<file path="src/hdl/ssra_queue.sv">
// two-word queue between the front and back halves
// no dependencies
`default_nettype none

module ssra_queue #(
  parameter int unsigned WIDTH = 8
) (
  input  wire logic             clk_i,
  input  wire logic             rst_ni,
  input  wire logic             wr_valid_i,
  output logic                  wr_ready_o,
  input  wire logic [WIDTH-1:0] wr_data_i,
  output logic                  rd_valid_o,
  input  wire logic             rd_ready_i,
  output logic [WIDTH-1:0]      rd_data_o
);

  logic [WIDTH-1:0] slot_q [2];
  logic             wr_ptr_q, rd_ptr_q;
  logic [1:0]       cnt_q;
  logic             push, pop;

  assign wr_ready_o = (cnt_q != 2'd2);
  assign rd_valid_o = (cnt_q != 2'd0);
  assign rd_data_o  = slot_q[rd_ptr_q];
  assign push       = wr_valid_i && wr_ready_o;
  assign pop        = rd_valid_o && rd_ready_i;

  // pointers and occupancy
  always_ff @(posedge clk_i or negedge rst_ni) begin
    if (!rst_ni) begin
      wr_ptr_q <= 1'b0;
      rd_ptr_q <= 1'b0;
      cnt_q    <= 2'd0;
    end else begin
      if (push) wr_ptr_q <= ~wr_ptr_q;
      if (pop)  rd_ptr_q <= ~rd_ptr_q;
      if (push && !pop)      cnt_q <= cnt_q + 2'd1;
      else if (pop && !push) cnt_q <= cnt_q - 2'd1;
    end
  end

  // storage
  always_ff @(posedge clk_i) begin
    if (push) slot_q[wr_ptr_q] <= wr_data_i;
  end

endmodule

`default_nettype wire

</file>
<file path="config.mk">
export PLATFORM = sky130hd
export DESIGN_NAME = ssra_queue
export DESIGN_NICKNAME = d
export VERILOG_FILES = /design/src/hdl/ssra_queue.sv
export SDC_FILE = /design/constraint.sdc
export NUM_CORES = 1
export LEC_CHECK = 0
export ABC_AREA = 1
export BUFFER_PORTS_ARGS = -buffer_cell sky130_fd_sc_hd__buf_2
export CAP_MARGIN = 20
export CORE_MARGIN = 2
export CORE_UTILIZATION = 35
export DETAILED_ROUTE_END_ITERATION = 7
export PLACE_DENSITY_LB_ADDON = 0.05
export SLEW_MARGIN = 40
export SYNTH_ARGS = -nofsm -noshare
export SYNTH_HDL_FRONTEND = slang
export SYNTH_SLANG_ARGS = --single-unit
</file>
<file path="constraint.sdc">
create_clock -name clk_i -period 1.2 [get_ports clk_i]
set_input_delay 0.24 -clock clk_i [delete_from_list [all_inputs] [get_ports clk_i]]
set_output_delay 0.24 -clock clk_i [all_outputs]
set_load 0.05 [all_outputs]
</file>
==> flow_metrics.tcl <==
set metrics [dict create \
    outcome "finished with violations" \
    violations "negative setup slack" \
    synth_warnings 0 \
    area_growth_pct 66.1 \
    setup_viol 29 \
    grt_pass1_wl_um 2700 \
    netlist_area_um2 827 \
    core.rowCount 17 \
    synth-seq-area-share_pct 70.2 \
    cp_data_required_time_ps 960 \
    slew_violations 0 \
    clockRootBuffer "clkbuf_4" \
    cts_sinks 20 \
    p_leak_nw 0.604 \
    cts_tree "built" \
    ir_drop_uv 2120 \
    ff_latch_area_um2 583 \
    hold_end "slot_q[0][1]" \
    h-tree-depth 1 \
    arrival_ps 1200 \
    dieArea_um2 2770 \
    final_core_util_pct 61.5 \
    fillers 191 \
    drive_gt1_share_pct 61.9 \
    maxCapViolations 0 \
    place_hpwl_um 1140 \
    fmax_mhz 696 \
    dr_total_vias 637 \
    routed_wirelength_um 1790 \
    r2r_cells 6 \
    worst_pin_slew_ps 174 \
    crit_path_end_kind "output port" \
    relSlewSlack_pct 88.4 \
    synth.ff_latch_count 20 \
    drt-wirelength-per-cell_um 12.7 \
    hold_violations 0 \
    fin_area_um2 1370 \
    synth_cell_types 14 \
    startpoint_type "flop" \
    viasPerCell 4.52 \
    rrSetupSlack_ps -180 \
    skew_ps 5.50 \
    reg2reg_from "cnt_q[1]" \
    start_util_pct 37.0 \
    track_usage_pct 14.5 \
    min_path_type "in2reg" \
    grt_start_max_net_pins 13 \
    setup_slack_ps -237 \
    grt_overflow 0 \
    cp_max_fo 4 \
    coreArea_um2 2230 \
    ant_nets 0 \
    remaining_drc_errors 0 \
    path_class "reg2out" \
    clock_path_buffers 2 \
    gp_congestion 0.696 \
    p_per_area_nw_per_um2 3090 \
    cts_inserted_buffers 3 \
    timing.rr.end "slot_q[1][5]" \
    ios 22 \
    antenna_found_initial 0 \
    placed_area_um2 1130 \
    grt_pass1_vias 640 \
    period_needed_ps 1440 \
    diodes 0 \
    whs_path_depth 1 \
    multi_input_comb_area_um2 305 \
    fp.dieW_um 52.6 \
    worstHoldStart "wr_data_i[1]" \
    post-route-period-util_pct 120 \
    avgSynthCellArea_um2 11.8 \
    rsz0062_at_grt "true" \
    syn_nets 83 \
    nets 127 \
    drt_iter0_drc 1 \
    clk_latency_ps 300 \
    synth_cells 70 \
    io_buffers 21 \
    path_clk_slew_ps 120 \
    drt_pre_antenna_iters 3 \
    die_h_um 52.6 \
]
-- worst max-delay path, cell delays in order (launching register included) --
cell and delay (ps):
dfrtp_2 460, buf_4 170, nand2_1 70, nand2_2 60, buf_6 140
-- sequential cells by signal, summed over array words and instances, names as in the netlist --
signal    cells
wr_ptr_q      1
slot_q       16
rd_ptr_q      1
cnt_q         2
-- timing repair --
item | CTS | global route
hold buffers | 1 | 0
buffers inserted | 4 | 2
gates cloned | 0 | 1
gates resized for setup | 35 | 7
endpoints found under the setup margin | 20 | 29
hold endpoints to repair | 4 | 0
pin swaps | 3 | 0
-- worst max-delay path by stage --
stage,endpoint,startpoint,slack (ps),cells past startpoint
global route,rd_data_o[6],rd_ptr_q,-280,4
detailed placement,cnt_q[1],cnt_q[0],-60,9
floorplan,cnt_q[1],cnt_q[0],-100,9
CTS,rd_valid_o,cnt_q[1],-230,4
finish,rd_data_o[3],rd_ptr_q,-240,4
global placement,cnt_q[1],cnt_q[0],-50,9
-- synthesized netlist by cell type (all sizes together) --
cell type	n	area share, %
nand4	1	0.76
nand2	34	18
xor2	1	2.0
buf	1	1.4
edfxtp	16	58
ha	1	1.5
nor2	2	0.91
inv	7	3.2
nand3	2	1.2
dfrtp	4	12
xnor2	1	1.1
-- cell type report --
class,instances,area share (%)
sequential,20,42.4
timing repair buffer,40,26.3
multi-input combinational,42,22.2
inverter,7,2.64
tap,28,2.55
clock inverter,1,2.19
clock buffer,3,1.64
-- per-stage QoR --
step	power [mW]	hold WS, ps	TNS, ps	cells	setup slack (ps)
3_5_place_dp	3.05	56.5	-114	130	-57.0
5_1_grt	4.46	97.6	-5690	141	-282
3_3_place_gp	3.03	56.7	-51.5	130	-51.5
2_1_floorplan	2.50	-55.6	-1470	70	-99.5
6_report	4.25	114	-4460	141	-237
4_1_cts	4.15	109	-3560	139	-231
-- layer usage --
layer / GRT usage [%] / routed length (µm) / vias up
li1: - / - / 311
met5: 0 / 0 / -
met3: 3.43 / 82 / 4
met1: 17.4 / 767 / 307
met4: 8.55 / 34 / 0
met2: 23.5 / 902 / 15
-- cell families after synthesis --
group | after synthesis | share of synthesized area [%]
simple gates | 39 | 20.7
flops | 20 | 70.2
buf+inv | 8 | 4.54
fa+ha+maj | 1 | 1.51
xor+xnor | 2 | 3.03
-- cell usage in the layout (no fill, tap or decap), types with 3 or more instances in the layout --
| cell | netlist | final |
|---|---|---|
| edfxtp_1 | 16 | 16 |
| buf_2 | 0 | 11 |
| nand2_1 | 30 | 20 |
| buf_6 | 1 | 19 |
| inv_4 | 0 | 4 |
| clkbuf_4 | 0 | 3 |
| buf_4 | 0 | 7 |
| nand2_8 | 0 | 3 |
| nand2_2 | 2 | 11 |
-- power by group --
part | switching (mW) | internal [mW] | total [mW]
clock network | 0.212 | 0.337 | 0.550
logic | 1.47 | 1.12 | 2.59
registers | 0.130 | 0.974 | 1.10
total | 1.81 | 2.43 | 4.25
No activity file was read; power rests on OpenSTA's default activity.
